--- src/hdl/mfd_pkg.sv ---
// shared types, codes and width limits for the max-flow engine
package mfd_pkg;

  localparam int N_MAX  = 10;
  localparam int S_MAX  = 14;
  localparam int L_MAX  = 15;
  localparam int C_MAX  = 29;
  localparam int LV_MAX = 10;

  localparam int FLOW_BITS = 24;
  localparam logic [FLOW_BITS-1:0] FLOW_MAX = 24'hFFFFFF;

  localparam logic [1:0] REQ_CLEAR = 2'd0;
  localparam logic [1:0] REQ_ADD   = 2'd1;
  localparam logic [1:0] REQ_RUN   = 2'd2;

  localparam logic [1:0] ST_OK   = 2'd0;
  localparam logic [1:0] ST_FULL = 2'd1;
  localparam logic [1:0] ST_SAME = 2'd2;

  typedef enum logic [4:0] {
    S_IDLE, S_DEC, S_ADD_A, S_ADD_B, S_ADD_C,
    S_B_INIT, S_B_POP, S_B_POPW, S_B_HEAD, S_B_EDGE, S_B_EDGEW,
    S_F_INIT, S_F_TOP, S_F_ARC, S_F_ARCW, S_N_CHK, S_N_W, S_N_W2, S_N_RES,
    S_P_RD, S_P_RDW, S_P_CMP, S_Q_RD, S_Q_W1, S_Q_W2, S_Q_W3,
    S_E_RD, S_E_W1, S_E_W2, S_DONE
  } state_t;

  typedef struct packed {
    logic [S_MAX-1:0]  e_raddr;
    logic              e_we_lk;
    logic              e_we_res;
    logic [S_MAX-1:0]  e_waddr;
    logic [L_MAX-1:0]  e_wlink;
    logic [N_MAX-1:0]  e_wdest;
    logic [C_MAX-1:0]  e_wres;
    logic [N_MAX-1:0]  h_raddr;
    logic              h_we;
    logic [N_MAX-1:0]  h_waddr;
    logic [L_MAX-1:0]  h_wdata;
    logic              h_clr;
    logic [N_MAX-1:0]  lv_raddr;
    logic              lv_we;
    logic [N_MAX-1:0]  lv_waddr;
    logic [LV_MAX-1:0] lv_wdata;
    logic [N_MAX-1:0]  a_raddr;
    logic              a_we;
    logic [N_MAX-1:0]  a_waddr;
    logic [L_MAX-1:0]  a_wdata;
    logic              a_clr;
    logic [N_MAX-1:0]  q_raddr;
    logic              q_we;
    logic [N_MAX-1:0]  q_waddr;
    logic [N_MAX-1:0]  q_wdata;
    logic [N_MAX-1:0]  p_raddr;
    logic              p_we;
    logic [N_MAX-1:0]  p_waddr;
    logic [S_MAX-1:0]  p_wdata;
    logic              m_clr;
    logic              m_set;
    logic [N_MAX-1:0]  m_addr;
    logic              kill;
    logic [N_MAX-1:0]  kill_addr;
    logic [N_MAX-1:0]  qa;
    logic [N_MAX-1:0]  qb;
  } dp_cmd_t;

  typedef struct packed {
    logic [L_MAX-1:0]  edge_next;
    logic [N_MAX-1:0]  edge_dest;
    logic [C_MAX-1:0]  edge_res;
    logic [L_MAX-1:0]  head;
    logic [LV_MAX-1:0] level;
    logic [L_MAX-1:0]  arc;
    logic [N_MAX-1:0]  queue;
    logic [S_MAX-1:0]  path;
    logic              vis_a;
    logic              vis_b;
    logic              live_a;
    logic              live_b;
  } dp_stat_t;

endpackage

--- src/hdl/mfd_req_if.sv ---
// request channel: valid, ready and one request word
interface mfd_req_if;
  logic        valid;
  logic        ready;
  logic [1:0]  req_type;
  logic [5:0]  node_a;
  logic [5:0]  node_b;
  logic [15:0] capacity;

  modport source (output valid, req_type, node_a, node_b, capacity, input ready);
  modport sink (input valid, req_type, node_a, node_b, capacity, output ready);
endinterface

--- src/hdl/mfd_rsp_if.sv ---
// result channel: valid, ready and one result word
interface mfd_rsp_if;
  logic        valid;
  logic        ready;
  logic [23:0] flow_total;
  logic [1:0]  status;

  modport source (output valid, flow_total, status, input ready);
  modport sink (input valid, flow_total, status, output ready);
endinterface

--- src/hdl/mfd_ctrl.sv ---
// controller: request decode, level labelling and blocking-flow sequencer
module mfd_ctrl #(
  parameter int NODES    = 64,
  parameter int EDGES    = 256,
  parameter int CAP_BITS = 16
) (
  input  logic              clk,
  input  logic              rst,
  mfd_req_if.sink           req,
  mfd_rsp_if.source         rsp,
  output mfd_pkg::dp_cmd_t  cmd,
  input  mfd_pkg::dp_stat_t stat
);
  import mfd_pkg::*;

  localparam int SLOTS = 2 * EDGES;
  localparam int NW    = $clog2(NODES);
  localparam int SW    = $clog2(SLOTS);
  localparam int LW    = $clog2(SLOTS + 1);
  localparam int LVW   = $clog2(NODES);
  localparam int PLW   = $clog2(NODES + 1);
  localparam int CNTW  = $clog2(SLOTS + 1);
  localparam int CW    = CAP_BITS;

  state_t state, state_next;
  logic [1:0] rtype, rtype_next;
  logic [5:0] ra, ra_next, rb, rb_next;
  logic [CW-1:0] rcap, rcap_next;
  logic [CNTW-1:0] count, count_next;
  logic [PLW-1:0] rd, rd_next, wr, wr_next;
  logic [PLW-1:0] pl, pl_next, idx, idx_next, best, best_next;
  logic [LVW-1:0] lvu, lvu_next, lvx, lvx_next;
  logic [LW-1:0] link, link_next, nxt, nxt_next;
  logic [NW-1:0] x, x_next, v, v_next;
  logic [CW-1:0] res, res_next;
  logic [CW:0] delta, delta_next;
  logic [SW-1:0] eidx, eidx_next;
  logic [FLOW_BITS-1:0] flow, flow_next, oflow, oflow_next;
  logic [1:0] rstat, rstat_next, ostat, ostat_next;
  logic ov, ov_next;

  logic [NW-1:0] src, snk;
  logic a_ok, b_ok;
  logic [FLOW_BITS+CW:0] fsum;

  assign src  = NW'(ra);
  assign snk  = NW'(rb);
  assign a_ok = 32'(ra) < NODES;
  assign b_ok = 32'(rb) < NODES;
  assign fsum = (FLOW_BITS+CW+1)'(flow) + (FLOW_BITS+CW+1)'(delta[CW-1:0]);

  assign req.ready      = (state == S_IDLE);
  assign rsp.valid      = ov;
  assign rsp.flow_total = oflow;
  assign rsp.status     = ostat;

  always_ff @(posedge clk) begin
    if (rst) begin
      state <= S_IDLE;
      count <= '0;
      pl    <= '0;
      ov    <= 1'b0;
    end else begin
      state <= state_next;
      count <= count_next;
      pl    <= pl_next;
      ov    <= ov_next;
    end
    rtype <= rtype_next;
    ra    <= ra_next;
    rb    <= rb_next;
    rcap  <= rcap_next;
    rd    <= rd_next;
    wr    <= wr_next;
    idx   <= idx_next;
    best  <= best_next;
    lvu   <= lvu_next;
    lvx   <= lvx_next;
    link  <= link_next;
    nxt   <= nxt_next;
    x     <= x_next;
    v     <= v_next;
    res   <= res_next;
    delta <= delta_next;
    eidx  <= eidx_next;
    flow  <= flow_next;
    rstat <= rstat_next;
    oflow <= oflow_next;
    ostat <= ostat_next;
  end

  always_comb begin
    state_next = state;
    rtype_next = rtype;
    ra_next    = ra;
    rb_next    = rb;
    rcap_next  = rcap;
    count_next = count;
    rd_next    = rd;
    wr_next    = wr;
    pl_next    = pl;
    idx_next   = idx;
    best_next  = best;
    lvu_next   = lvu;
    lvx_next   = lvx;
    link_next  = link;
    nxt_next   = nxt;
    x_next     = x;
    v_next     = v;
    res_next   = res;
    delta_next = delta;
    eidx_next  = eidx;
    flow_next  = flow;
    rstat_next = rstat;
    oflow_next = oflow;
    ostat_next = ostat;
    ov_next    = ov && !rsp.ready;
    cmd        = '0;

    case (state)
      S_IDLE: begin
        if (req.valid) begin
          rtype_next = req.req_type;
          ra_next    = req.node_a;
          rb_next    = req.node_b;
          rcap_next  = CW'(req.capacity);
          flow_next  = '0;
          rstat_next = ST_OK;
          state_next = S_DEC;
        end
      end
      S_DEC: begin
        state_next = S_DONE;
        case (rtype)
          REQ_CLEAR: begin
            cmd.h_clr  = 1'b1;
            count_next = '0;
          end
          REQ_ADD: begin
            if (a_ok && b_ok) begin
              if (32'(count) + 2 > SLOTS) begin
                rstat_next = ST_FULL;
              end else begin
                state_next = S_ADD_A;
              end
            end
          end
          REQ_RUN: begin
            if (ra == rb) begin
              rstat_next = ST_SAME;
            end else if (a_ok && b_ok) begin
              state_next = S_B_INIT;
            end
          end
          default: begin
          end
        endcase
      end
      S_ADD_A: begin
        cmd.h_raddr = N_MAX'(src);
        state_next  = S_ADD_B;
      end
      S_ADD_B: begin
        cmd.e_we_lk  = 1'b1;
        cmd.e_we_res = 1'b1;
        cmd.e_waddr  = S_MAX'(count);
        cmd.e_wlink  = stat.head;
        cmd.e_wdest  = N_MAX'(snk);
        cmd.e_wres   = C_MAX'(rcap);
        cmd.h_we     = 1'b1;
        cmd.h_waddr  = N_MAX'(src);
        cmd.h_wdata  = L_MAX'(LW'(count) + 1'b1);
        cmd.h_raddr  = N_MAX'(snk);
        state_next   = S_ADD_C;
      end
      S_ADD_C: begin
        cmd.e_we_lk  = 1'b1;
        cmd.e_we_res = 1'b1;
        cmd.e_waddr  = S_MAX'(SW'(count) | SW'(1));
        cmd.e_wlink  = (ra == rb) ? L_MAX'(LW'(count) + 1'b1) : stat.head;
        cmd.e_wdest  = N_MAX'(src);
        cmd.e_wres   = '0;
        cmd.h_we     = 1'b1;
        cmd.h_waddr  = N_MAX'(snk);
        cmd.h_wdata  = L_MAX'(LW'(count) + LW'(2));
        count_next   = count + CNTW'(2);
        state_next   = S_DONE;
      end
      S_B_INIT: begin
        cmd.m_clr    = 1'b1;
        cmd.m_set    = 1'b1;
        cmd.m_addr   = N_MAX'(src);
        cmd.lv_we    = 1'b1;
        cmd.lv_waddr = N_MAX'(src);
        cmd.lv_wdata = '0;
        cmd.q_we     = 1'b1;
        cmd.q_waddr  = '0;
        cmd.q_wdata  = N_MAX'(src);
        rd_next      = '0;
        wr_next      = PLW'(1);
        state_next   = S_B_POP;
      end
      S_B_POP: begin
        cmd.qa = N_MAX'(snk);
        if (stat.vis_a) begin
          state_next = S_F_INIT;
        end else if (rd < wr) begin
          cmd.q_raddr = N_MAX'(NW'(rd));
          rd_next     = rd + 1'b1;
          state_next  = S_B_POPW;
        end else begin
          state_next = S_DONE;
        end
      end
      S_B_POPW: begin
        cmd.h_raddr  = stat.queue;
        cmd.lv_raddr = stat.queue;
        state_next   = S_B_HEAD;
      end
      S_B_HEAD: begin
        link_next  = LW'(stat.head);
        lvu_next   = LVW'(stat.level);
        state_next = S_B_EDGE;
      end
      S_B_EDGE: begin
        if (link == '0) begin
          state_next = S_B_POP;
        end else begin
          cmd.e_raddr = S_MAX'(link - 1'b1);
          state_next  = S_B_EDGEW;
        end
      end
      S_B_EDGEW: begin
        cmd.qb = stat.edge_dest;
        if (!stat.vis_b && stat.edge_res != '0 && 32'(wr) < NODES) begin
          cmd.q_we     = 1'b1;
          cmd.q_waddr  = N_MAX'(NW'(wr));
          cmd.q_wdata  = stat.edge_dest;
          cmd.m_set    = 1'b1;
          cmd.m_addr   = stat.edge_dest;
          cmd.lv_we    = 1'b1;
          cmd.lv_waddr = stat.edge_dest;
          cmd.lv_wdata = LV_MAX'(LVW'(lvu + 1'b1));
          wr_next      = wr + 1'b1;
        end
        link_next  = LW'(stat.edge_next);
        state_next = S_B_EDGE;
      end
      S_F_INIT: begin
        cmd.a_clr  = 1'b1;
        pl_next    = '0;
        x_next     = src;
        state_next = S_F_TOP;
      end
      S_F_TOP: begin
        if (x == snk) begin
          idx_next   = '0;
          best_next  = '0;
          delta_next = '1;
          state_next = S_P_RD;
        end else begin
          state_next = S_F_ARC;
        end
      end
      S_F_ARC: begin
        cmd.a_raddr  = N_MAX'(x);
        cmd.h_raddr  = N_MAX'(x);
        cmd.lv_raddr = N_MAX'(x);
        state_next   = S_F_ARCW;
      end
      S_F_ARCW: begin
        link_next  = LW'(stat.arc);
        lvx_next   = LVW'(stat.level);
        state_next = S_N_CHK;
      end
      S_N_CHK: begin
        if (link == '0) begin
          state_next = S_N_RES;
        end else begin
          cmd.e_raddr = S_MAX'(link - 1'b1);
          state_next  = S_N_W;
        end
      end
      S_N_W: begin
        v_next       = NW'(stat.edge_dest);
        res_next     = CW'(stat.edge_res);
        nxt_next     = LW'(stat.edge_next);
        cmd.lv_raddr = stat.edge_dest;
        state_next   = S_N_W2;
      end
      S_N_W2: begin
        cmd.qa = N_MAX'(x);
        cmd.qb = N_MAX'(v);
        if (res != '0 && stat.live_a && stat.live_b &&
            {1'b0, LVW'(stat.level)} == {1'b0, lvx} + 1'b1) begin
          state_next = S_N_RES;
        end else begin
          link_next  = nxt;
          state_next = S_N_CHK;
        end
      end
      S_N_RES: begin
        cmd.a_we    = 1'b1;
        cmd.a_waddr = N_MAX'(x);
        cmd.a_wdata = L_MAX'(link);
        if (link == '0) begin
          if (pl == '0) begin
            state_next = S_B_INIT;
          end else begin
            cmd.kill      = 1'b1;
            cmd.kill_addr = N_MAX'(x);
            pl_next       = pl - 1'b1;
            state_next    = S_E_RD;
          end
        end else if (32'(pl) >= NODES) begin
          state_next = S_B_INIT;
        end else begin
          cmd.p_we    = 1'b1;
          cmd.p_waddr = N_MAX'(NW'(pl));
          cmd.p_wdata = S_MAX'(link - 1'b1);
          pl_next     = pl + 1'b1;
          x_next      = v;
          state_next  = S_F_TOP;
        end
      end
      S_E_RD: begin
        if (pl == '0) begin
          x_next     = src;
          state_next = S_F_TOP;
        end else begin
          cmd.p_raddr = N_MAX'(NW'(pl - 1'b1));
          state_next  = S_E_W1;
        end
      end
      S_E_W1: begin
        cmd.e_raddr = stat.path;
        state_next  = S_E_W2;
      end
      S_E_W2: begin
        x_next     = NW'(stat.edge_dest);
        state_next = S_F_TOP;
      end
      S_P_RD: begin
        if (idx < pl) begin
          cmd.p_raddr = N_MAX'(NW'(idx));
          state_next  = S_P_RDW;
        end else begin
          idx_next   = '0;
          state_next = S_Q_RD;
        end
      end
      S_P_RDW: begin
        cmd.e_raddr = stat.path;
        state_next  = S_P_CMP;
      end
      S_P_CMP: begin
        if ({1'b0, CW'(stat.edge_res)} < delta) begin
          delta_next = {1'b0, CW'(stat.edge_res)};
          best_next  = idx;
        end
        idx_next   = idx + 1'b1;
        state_next = S_P_RD;
      end
      S_Q_RD: begin
        if (idx < pl) begin
          cmd.p_raddr = N_MAX'(NW'(idx));
          state_next  = S_Q_W1;
        end else begin
          pl_next    = best;
          flow_next  = (fsum > (FLOW_BITS+CW+1)'(FLOW_MAX)) ? FLOW_MAX : FLOW_BITS'(fsum);
          state_next = S_E_RD;
        end
      end
      S_Q_W1: begin
        eidx_next   = SW'(stat.path);
        cmd.e_raddr = stat.path;
        state_next  = S_Q_W2;
      end
      S_Q_W2: begin
        cmd.e_we_res = 1'b1;
        cmd.e_waddr  = S_MAX'(eidx);
        cmd.e_wres   = C_MAX'(CW'(stat.edge_res) - delta[CW-1:0]);
        cmd.e_raddr  = S_MAX'(eidx ^ SW'(1));
        state_next   = S_Q_W3;
      end
      S_Q_W3: begin
        cmd.e_we_res = 1'b1;
        cmd.e_waddr  = S_MAX'(eidx ^ SW'(1));
        cmd.e_wres   = C_MAX'(CW'(stat.edge_res) + delta[CW-1:0]);
        idx_next     = idx + 1'b1;
        state_next   = S_Q_RD;
      end
      S_DONE: begin
        if (!ov || rsp.ready) begin
          ov_next    = 1'b1;
          oflow_next = flow;
          ostat_next = rstat;
          state_next = S_IDLE;
        end
      end
      default: begin
        state_next = S_IDLE;
      end
    endcase
  end
endmodule

--- src/flat_wrapper.sv ---
// flat-port wrapper written by rule: the top's interface ports become plain ports
module mfd_ctrl_flat import mfd_pkg::*;
#(
  parameter int NODES    = 64,
  parameter int EDGES    = 256,
  parameter int CAP_BITS = 16
)
  (clk, rst, cmd, stat, req_valid, req_req_type, req_node_a, req_node_b, req_capacity, req_ready, rsp_valid, rsp_flow_total, rsp_status, rsp_ready);
  mfd_req_if req_i ();
  mfd_rsp_if rsp_i ();
  input  logic clk;
  input  logic rst;
  output mfd_pkg::dp_cmd_t cmd;
  input  mfd_pkg::dp_stat_t stat;
  input wire logic [$bits(req_i.valid)-1:0] req_valid;
  input wire logic [$bits(req_i.req_type)-1:0] req_req_type;
  input wire logic [$bits(req_i.node_a)-1:0] req_node_a;
  input wire logic [$bits(req_i.node_b)-1:0] req_node_b;
  input wire logic [$bits(req_i.capacity)-1:0] req_capacity;
  output wire logic [$bits(req_i.ready)-1:0] req_ready;
  output wire logic [$bits(rsp_i.valid)-1:0] rsp_valid;
  output wire logic [$bits(rsp_i.flow_total)-1:0] rsp_flow_total;
  output wire logic [$bits(rsp_i.status)-1:0] rsp_status;
  input wire logic [$bits(rsp_i.ready)-1:0] rsp_ready;
  assign req_i.valid = req_valid;
  assign req_i.req_type = req_req_type;
  assign req_i.node_a = req_node_a;
  assign req_i.node_b = req_node_b;
  assign req_i.capacity = req_capacity;
  assign req_ready = req_i.ready;
  assign rsp_valid = rsp_i.valid;
  assign rsp_flow_total = rsp_i.flow_total;
  assign rsp_status = rsp_i.status;
  assign rsp_i.ready = rsp_ready;
  mfd_ctrl #(.NODES(NODES), .EDGES(EDGES), .CAP_BITS(CAP_BITS)) u_core (.clk(clk), .rst(rst), .req(req_i), .rsp(rsp_i), .cmd(cmd), .stat(stat));
endmodule
--- config.mk ---
export PLATFORM = sky130hd
export DESIGN_NAME = mfd_ctrl_flat
export DESIGN_NICKNAME = d
export VERILOG_FILES = /design/src/hdl/mfd_pkg.sv /design/src/hdl/mfd_req_if.sv /design/src/hdl/mfd_rsp_if.sv /design/src/hdl/mfd_ctrl.sv /design/src/flat_wrapper.sv
export SDC_FILE = /design/constraint.sdc
export NUM_CORES = 1
export LEC_CHECK = 0
export BUFFER_PORTS_ARGS = -buffer_cell sky130_fd_sc_hd__buf_2
export CAP_MARGIN = 0
export CORE_ASPECT_RATIO = 0.75
export CORE_UTILIZATION = 47
export DETAILED_ROUTE_END_ITERATION = 6
export PLACE_DENSITY = 0.78
export SLEW_MARGIN = 10
export SYNTH_ARGS = -nofsm -noshare
export SYNTH_HDL_FRONTEND = slang
export SYNTH_SLANG_ARGS = --single-unit
--- constraint.sdc ---
create_clock -name clk -period 3.9 [get_ports clk]
set_input_delay 0.39 -clock clk [delete_from_list [all_inputs] [get_ports clk]]
set_output_delay 0.39 -clock clk [all_outputs]
set_load 0.01 [all_outputs]
==> results of run 1 <==
[worst max-delay path: stages, from the launching register on]
cell and delay (ns):
edfxtp_1 0.43, ha_2 0.21, fa_2 0.36, nand2b_1 0.11, a221oi_1 0.12, o41a_1 0.49, a2111oi_4 0.32, buf_4 0.17
o21bai_1 0.07, a21oi_1 0.18, o221ai_1 0.14, a22o_1 0.23, buf_2 0.14
[timing repair]
item	4_1_cts	5_1_grt
pin swaps	0	9
setup buffers	0	7
hold buffers	1	2
resized for setup	4	11
endpoints found under the setup margin	4	11
endpoints found under the hold margin	1	2
[power groups by stage]
stage	combinational [W]	clock [W]	sequential, W
finish	0.00289	0.00232	0.00334
floorplan	0.00192	0	0.00319
detailed placement	0.00280	0	0.00337
CTS	0.00282	0.00236	0.00332
global placement	0.00274	0	0.00336
global route	0.00311	0.00245	0.00337
[placed cells by master (no fill, tap or decap), types with 9 or more instances in the layout]
cell type / netlist / layout
clkbuf_16: 0 / 25
a31oi_1: 12 / 12
edfxtp_1: 196 / 196
a21oi_1: 87 / 87
a22oi_1: 19 / 19
a221o_1: 20 / 20
inv_1: 58 / 57
xnor2_1: 46 / 46
nor2b_1: 21 / 21
nor2_1: 139 / 136
or2_2: 9 / 9
nor3_1: 32 / 29
o21ai_0: 76 / 75
and3_1: 24 / 24
conb_1: 1 / 61
nand2_1: 120 / 120
nand3_1: 33 / 33
buf_4: 95 / 55
a21o_1: 30 / 30
a211oi_1: 10 / 10
and2_1: 79 / 79
nand4_1: 14 / 14
a22o_1: 56 / 56
buf_2: 3 / 406
nor4_1: 22 / 21
dfxtp_1: 22 / 22
o221ai_1: 10 / 10
nand2b_1: 18 / 18
ha_1: 72 / 70
or3_1: 24 / 24
xor2_1: 23 / 23
[logic make-up after synthesis]
logic type / count (synthesis)
AOI/OAI and AO/OA: 403
xor gates and xnor gates: 69
adders and majority gates: 75
buffers and inverters: 236
DFF: 218
muxes: 3
other: 1
and+or+nand+nor: 560
[layout make-up]
type,instances,area [um^2]
Antenna cell,4,10.0
Clock buffer,27,633
Clock inverter,14,141
Fill cell,2687,12700
Inverter,61,229
Multi-Input combinational cell,1171,7620
Sequential cell,218,6330
Tap cell,399,499
Timing Repair Buffer,464,2470
[layer usage]
metal / vias to the layer above / track usage
li1: 6373 / -
met1: 6768 / 0.427
met2: 855 / 0.448
met3: 87 / 0.0769
met4: 2 / 0.0913
met5: - / 0
[flip-flops by register name (all words and copies together), names as in the netlist, 6 cells and up]
| signal | flops |
|---|---|
| u_core.rb | 6 |
| u_core.pl | 7 |
| u_core.v | 6 |
| u_core.flow | 24 |
| u_core.lvx | 6 |
| u_core.x | 6 |
| u_core.res | 16 |
| u_core.delta | 17 |
| u_core.wr | 7 |
| u_core.idx | 7 |
| u_core.rd | 7 |
| u_core.eidx | 9 |
| u_core.link | 10 |
| u_core.rsp.flow_total | 24 |
| u_core.count | 9 |
| u_core.ra | 6 |
| u_core.lvu | 6 |
| u_core.best | 7 |
| u_core.rcap | 16 |
| u_core.nxt | 10 |
[how the worst min path moves through the flow]
stage                                           to  depth (start not counted)
2_1_floorplan       u_core.rsp.status[0]$_DFFE_PP_                          0
3_5_place_dp        u_core.rsp.status[0]$_DFFE_PP_                          0
4_1_cts                  u_core.rtype[0]$_DFFE_PP_                          1
5_1_grt                   u_core.rcap[0]$_DFFE_PP_                          1
3_3_place_gp   u_core.rsp.flow_total[15]$_DFFE_PP_                          0
6_report                  u_core.rcap[7]$_DFFE_PP_                          1
[through the flow]
step / area [um^2] / hold slack [ns] / cells / worst slack (ns) / util
global route: 17900 / 0.00107 / 2356 / -0.106 / 0.585
detailed placement: 17000 / 0.440 / 2303 / 0.383 / 0.555
finish: 17900 / 0.0214 / 2358 / -0.0124 / 0.586
global placement: 17000 / 0.441 / 2303 / 0.412 / 0.555
floorplan: 15100 / 0.400 / 1625 / 0.531 / -
CTS: 17800 / 0.000333 / 2345 / -0.0249 / 0.581
==> key figures, run 1 <==
Outcome
  – Outcome: finished, violations left
  – Violated checks: negative setup slack

Worst setup path
  – Arr. time, crit path: 3.52 ns
  – Reg2reg start: u_core.delta[0]$_SDFFCE_PN1P_
  – Worst setup path end: cmd[226]
  – Worst path required time: 3.51 ns
  – Worst setup SP type: flop
  – Reg-to-reg setup timing slack: 0.40 ns
  – Crit. End Element: output port
  – Worst-path fanout max: 3
  – Worst R2R End: u_core.flow[21]$_SDFFCE_PP0P_
  – CP Launch Point: u_core.delta[0]$_SDFFCE_PN1P_
  – R2R cell count: 12
  – Crit Path Class: flop to output port

Drt
  – Metal-1 WL: 22,300 um
  – Drt total wl: 51,200 um
  – Post-DRT Antenna Nets: 0
  – WL/cell: 21.7 um
  – DR top layer: met5
  – First-pass DRT Iterations: 6
  – Via count: 14,085
  – Residual DRC: 0
  – Initial DRC count: 1,681
  – Via density: 5.97
  – Routed met2 length: 22,400 um
  – Met3 wire length: 5270 um

GRT
  – Global route total overflow: 0
  – Initial antenna violation count: 4
  – GR Util All Layers: 0.301
  – Vias in the first global route: 12,751
  – First-pass GRT wire length: 75,300 um
  – Largest net degree at the start of global routing: 28

STA
  – Setup total negative slack: -0.0124 ns
  – Worst rel slew slack: 0.236
  – Period Utilization, post-route: 1.00
  – Fmax: 0.256 GHz
  – Final Slew Violations: 0
  – Slew @ Worst Pin: 1.14 ns
  – RSZ-0062 raised after global routing: yes
  – Worst Skew: 0.0236 ns
  – Final hold violation count: 0
  – Final setup viols: 1
  – Min cycle time layout: 3.91 ns
  – Setup ws final: -0.0124 ns

Power and ir drop
  – Switching fraction of total power: 0.372
  – Leak: 8.09 nW
  – Internal power: 0.00537 W
  – Tot Pwr: 0.00855 W
  – Sequential share of power: 0.391
  – Clock network fraction of design power: 0.271
  – Logic pwr share: 0.338
  – Cell area power density: 477 nW/um^2
  – Sw power: 0.00318 W
  – VDD IR max: 280 uV

Final layout
  – Nets: 2,171
  – Area Overhead vs Synth: 20.6%
  – Share of cells above drive strength 1: 0.273

Clocking
  – H-tree depth: 1
  – Max clock buf depth: 3
  – CTS root buf: clkbuf_16
  – Clk sinks: 218
  – CTS tree: built
  – Clk pin slew, worst setup/hold paths: 0.06 ns
  – Worst-Skew Late Latency: 0.54 ns
  – CTS buffer count: 24

Floorplan
  – Die footprint: 32,400 um^2
  – Starting density of the core: 0.485
  – Die H: 156 um
  – Io pins: 482
  – # rows: 55
  – Core box area: 30,600 um^2
  – Die X: 207 um

Place
  – Hpwl dp: 38,900 um
  – Buffers added on ports: 406
  – GP Congestion: 0.948

Yosys
  – Xor-xnor portion of the synthesized cell area: 0.0407
  – Yosys top cell area share: 0.396
  – Compound-Gate Fraction of Synth Area: 0.192
  – Ys async rst share: 0
  – Synth cell count leaders: edfxtp_1, nor2_1, nand2_1
  – Synth top area cells: edfxtp_1, ha_1, buf_4
  – Main synth FF type: edfxtp_1
  – Synth Area in Simple Gates: 0.190
  – Mean Syn Cell Area: 9.50 um^2
  – Post-synth EDFFs: 196
  – Synthesized flop and latch total: 218
  – Synth warn: 0
  – Synth Cell Area: 14,900 um^2
  – Largest family of logic cells by synthesized area: compound AO/OA/AOI/OAI gates
  – Most frequent cell after synthesis: edfxtp_1
  – Syn Inst Count: 1,565
  – Netlist cell types: 74
  – Area leader, netlist: edfxtp_1
  – Multiplexer share of the synthesized area: 0.00202
  – Adder-Cell Fraction of Synth Area: 0.0646
  – Seq/Total Area, Yosys: 0.426

Worst hold path
  – Hold path start: req_capacity[7]
  – Worst Hold Class: input pin to flop

Flow run
  – Max cap viols: 0
Note: power is estimated with default switching activity, not from simulation.
==> run 2: changes to the inputs <==
Settings changed: CORE_AREA set to 2 2 188 190, CORE_ASPECT_RATIO 0.75 to unset, CORE_UTILIZATION 47 to unset, DIE_AREA set to 0 0 190 192, PLACE_DENSITY 0.78 to 0.7.
Clock period 3.9 ns to 3.8 ns, I/O delays scaled along.
==> key figures, run 2 (same netlist as run 1, synthesis figures left out) <==
Outcome
  – Outcome: finished, final reports clean

STA
  – Setup total negative slack: 0 ns (+0.0124 ns)
  – Period Utilization, post-route: 0.986
  – Setup ws final: 0.0522 ns (+0.0647 ns)
  – Min cycle time layout: 3.75 ns
  – Slew @ Worst Pin: 0.890 ns (-0.251 ns)
  – Final Slew Violations: 0 (unchanged)
  – Worst Skew: 0.0177 ns (-0.00585 ns)
  – Worst rel slew slack: 0.405 (+0.169)
  – Fmax: 0.267 GHz
  – Final setup viols: 0 (-1)
  – Final hold violation count: 0 (unchanged)
  – RSZ-0062 raised after global routing: yes

Clocking
  – Clk sinks: 218 (unchanged)
  – H-tree depth: 1 (unchanged)
  – CTS root buf: clkbuf_16
  – CTS tree: built
  – CTS buffer count: 26 (+8.3%)
  – Clk pin slew, worst setup/hold paths: 0.06 ns (about the same)
  – Worst-Skew Late Latency: 0.54 ns (about the same)
  – Max clock buf depth: 3 (unchanged)

Final layout
  – Count of non-filler cells in the finished layout: 2,428 (+3.0%)
  – Most common cell after layout, fill and taps aside: buf_2
  – Area Overhead vs Synth: 22.9%
  – Nets: 2,183 (+0.55%)
  – Most frequent cells in the layout: buf_2, edfxtp_1, nor2_1, nand2_1, a21oi_1
  – Share of cells above drive strength 1: 0.277 (+0.00424)

Worst hold path
  – Hold path start: req_node_a[3]
  – Hold path depth: 1 (unchanged)
  – Worst Hold Endpoint: u_core.ra[3]$_DFFE_PP_
  – Worst Hold Class: input pin to flop

GRT
  – Vias in the first global route: 12,901 (+1.2%)
  – Largest net degree at the start of global routing: 30 (+7.1%)
  – GR Util All Layers: 0.260 (-0.0405)
  – Met3 global-route usage: 0.0439 (-0.0330)
  – M1 GR Usage: 0.349 (-0.0784)
  – Initial antenna violation count: 3 (-1)
  – First-pass GRT wire length: 73,700 um (-2.2%)
  – Met2 usage in global routing: 0.427 (-0.0210)
  – Grt peak-use layer: met2
  – Global route total overflow: 0 (unchanged)

Floorplan
  – Die footprint: 36,500 um^2 (+13%)
  – Io pins: 482 (unchanged)
  – Core box area: 34,300 um^2 (+12%)
  – Die X: 190 um (-8.4%)
  – # rows: 68 (+24%)
  – Starting density of the core: 0.434 (-0.0519)
  – Die H: 192 um (+23%)

Power and ir drop
  – VDD IR max: 434 uV (+55%)
  – Leak: 8.15 nW (+0.76%)
  – Cell area power density: 489 nW/um^2 (+2.5%)

Worst setup path
  – Worst-path fanout max: 3 (unchanged)
  – Arr. time, crit path: 3.37 ns (-0.15 ns)
  – Worst path required time: 3.42 ns (-0.09 ns)
  – Worst setup SP type: flop
  – Reg2reg start: u_core.delta[0]$_SDFFCE_PN1P_
  – Crit Path Class: flop to output port
  – Crit. End Element: output port
  – R2R cell count: 12 (unchanged)
  – Reg-to-reg setup timing slack: 0.66 ns (+0.26 ns)
  – Worst R2R End: u_core.flow[21]$_SDFFCE_PP0P_

Flow run
  – Max cap viols: 0 (unchanged)

Drt
  – Via density: 5.64 (-5.6%)
  – Via count: 13,694 (-2.8%)
  – WL/cell: 20.7 um (-4.8%)
  – Initial DRC count: 963 (-43%)
  – First-pass DRT Iterations: 5 (-1)
  – Residual DRC: 0 (unchanged)
  – Post-DRT Antenna Nets: 0 (unchanged)
  – Drt total wl: 50,200 um (-1.9%)

Place
  – Buffers added on ports: 406 (unchanged)
  – Placed cells: 2,358 (+2.4%)
  – Setup slack at placement: 0.261 ns (-0.122 ns)
  – GP Congestion: 0.906 (-4.4%)
  – Hpwl dp: 38,300 um (-1.5%)
[run 2: cell count changes in the layout (fill, tap and decap cells not counted), sizes merged]
cell         delta
clkbuf          +8
o21a            +1
inv             -1
buf             -6
dlygate4sd3    +15
diode           -3
clkinvlp        +3
clkinv          -3
[run 2: where the power goes]
part / internal (W) / switching (W) / leakage [nW]
combinational: 0.00105 / 0.00187 / 5.78
clock: 0.00154 / 0.00104 / 0.424
sequential: 0.00307 / 0.000351 / 1.95
[run 2: cell type report]
| class | count | area, um^2 |
|---|---|---|
| flip-flops and latches | 218 | 6330 |
| repair buffers | 473 | 2580 |
| inverters | 61 | 229 |
| multi-input cells | 1172 | 7680 |
| well taps | 455 | 569 |
| clock inverters | 13 | 160 |
| diodes | 1 | 2.50 |
| clock buffers | 35 | 724 |
| fillers | 3200 | 16000 |
[run 2: through the flow]
step	hold WS, ns	instance area [um^2]	utilization	power [W]
final	0.0160	18300	0.533	0.00893
after global placement	0.410	17100	0.498	0.00625
after global routing	0.00424	18300	0.533	0.00937
after floorplan	0.400	15100	-	0.00524
after CTS	0.000472	18100	0.529	0.00891
after detailed placement	0.421	17100	0.498	0.00629
[run 2: worst max-delay path, stage by stage, from the launching register on]
cell and delay [ns]:
edfxtp_1 0.39, ha_2 0.20, fa_2 0.35, nand2b_1 0.12, a221oi_2 0.08, o41a_1 0.40, a2111oi_4 0.32, buf_4 0.17
o21bai_1 0.07, a21oi_2 0.16, o221ai_1 0.13, a22o_1 0.26, buf_2 0.16
[run 2: how the worst max path moves through the flow]
stage | from | endpoint | slack [ns] | depth (start not counted)
detailed placement | stat[68] | cmd[226] | 0.26 | 13
global route | u_core.delta[0]$_SDFFCE_PN1P_ | cmd[226] | -0.15 | 12
finish | u_core.delta[0]$_SDFFCE_PN1P_ | cmd[226] | 0.05 | 12
floorplan | u_core.delta[1]$_SDFFCE_PN1P_ | u_core.best[0]$_SDFFCE_PN0P_ | 0.43 | 10
global placement | stat[68] | cmd[226] | 0.28 | 13
CTS | u_core.delta[1]$_SDFFCE_PN1P_ | cmd[229] | -0.03 | 11
[run 2: what timing repair did]
action / in CTS / in global routing
endpoints found under the hold margin: 18 / 0
buffers inserted: 1 / 1
pin swaps: 0 / 5
hold buffers: 18 / 0
cloned: 0 / 1
setup endpoints to repair: 5 / 50
gates resized for setup: 7 / 23
[run 2: per-layer routing]
layer  part of all wire  vias to the layer above
met1               0.42                     6569
li1                   -                     6399
met5            0.00018                        -
met3              0.079                       79
met4              0.030                        2
met2               0.47                      645
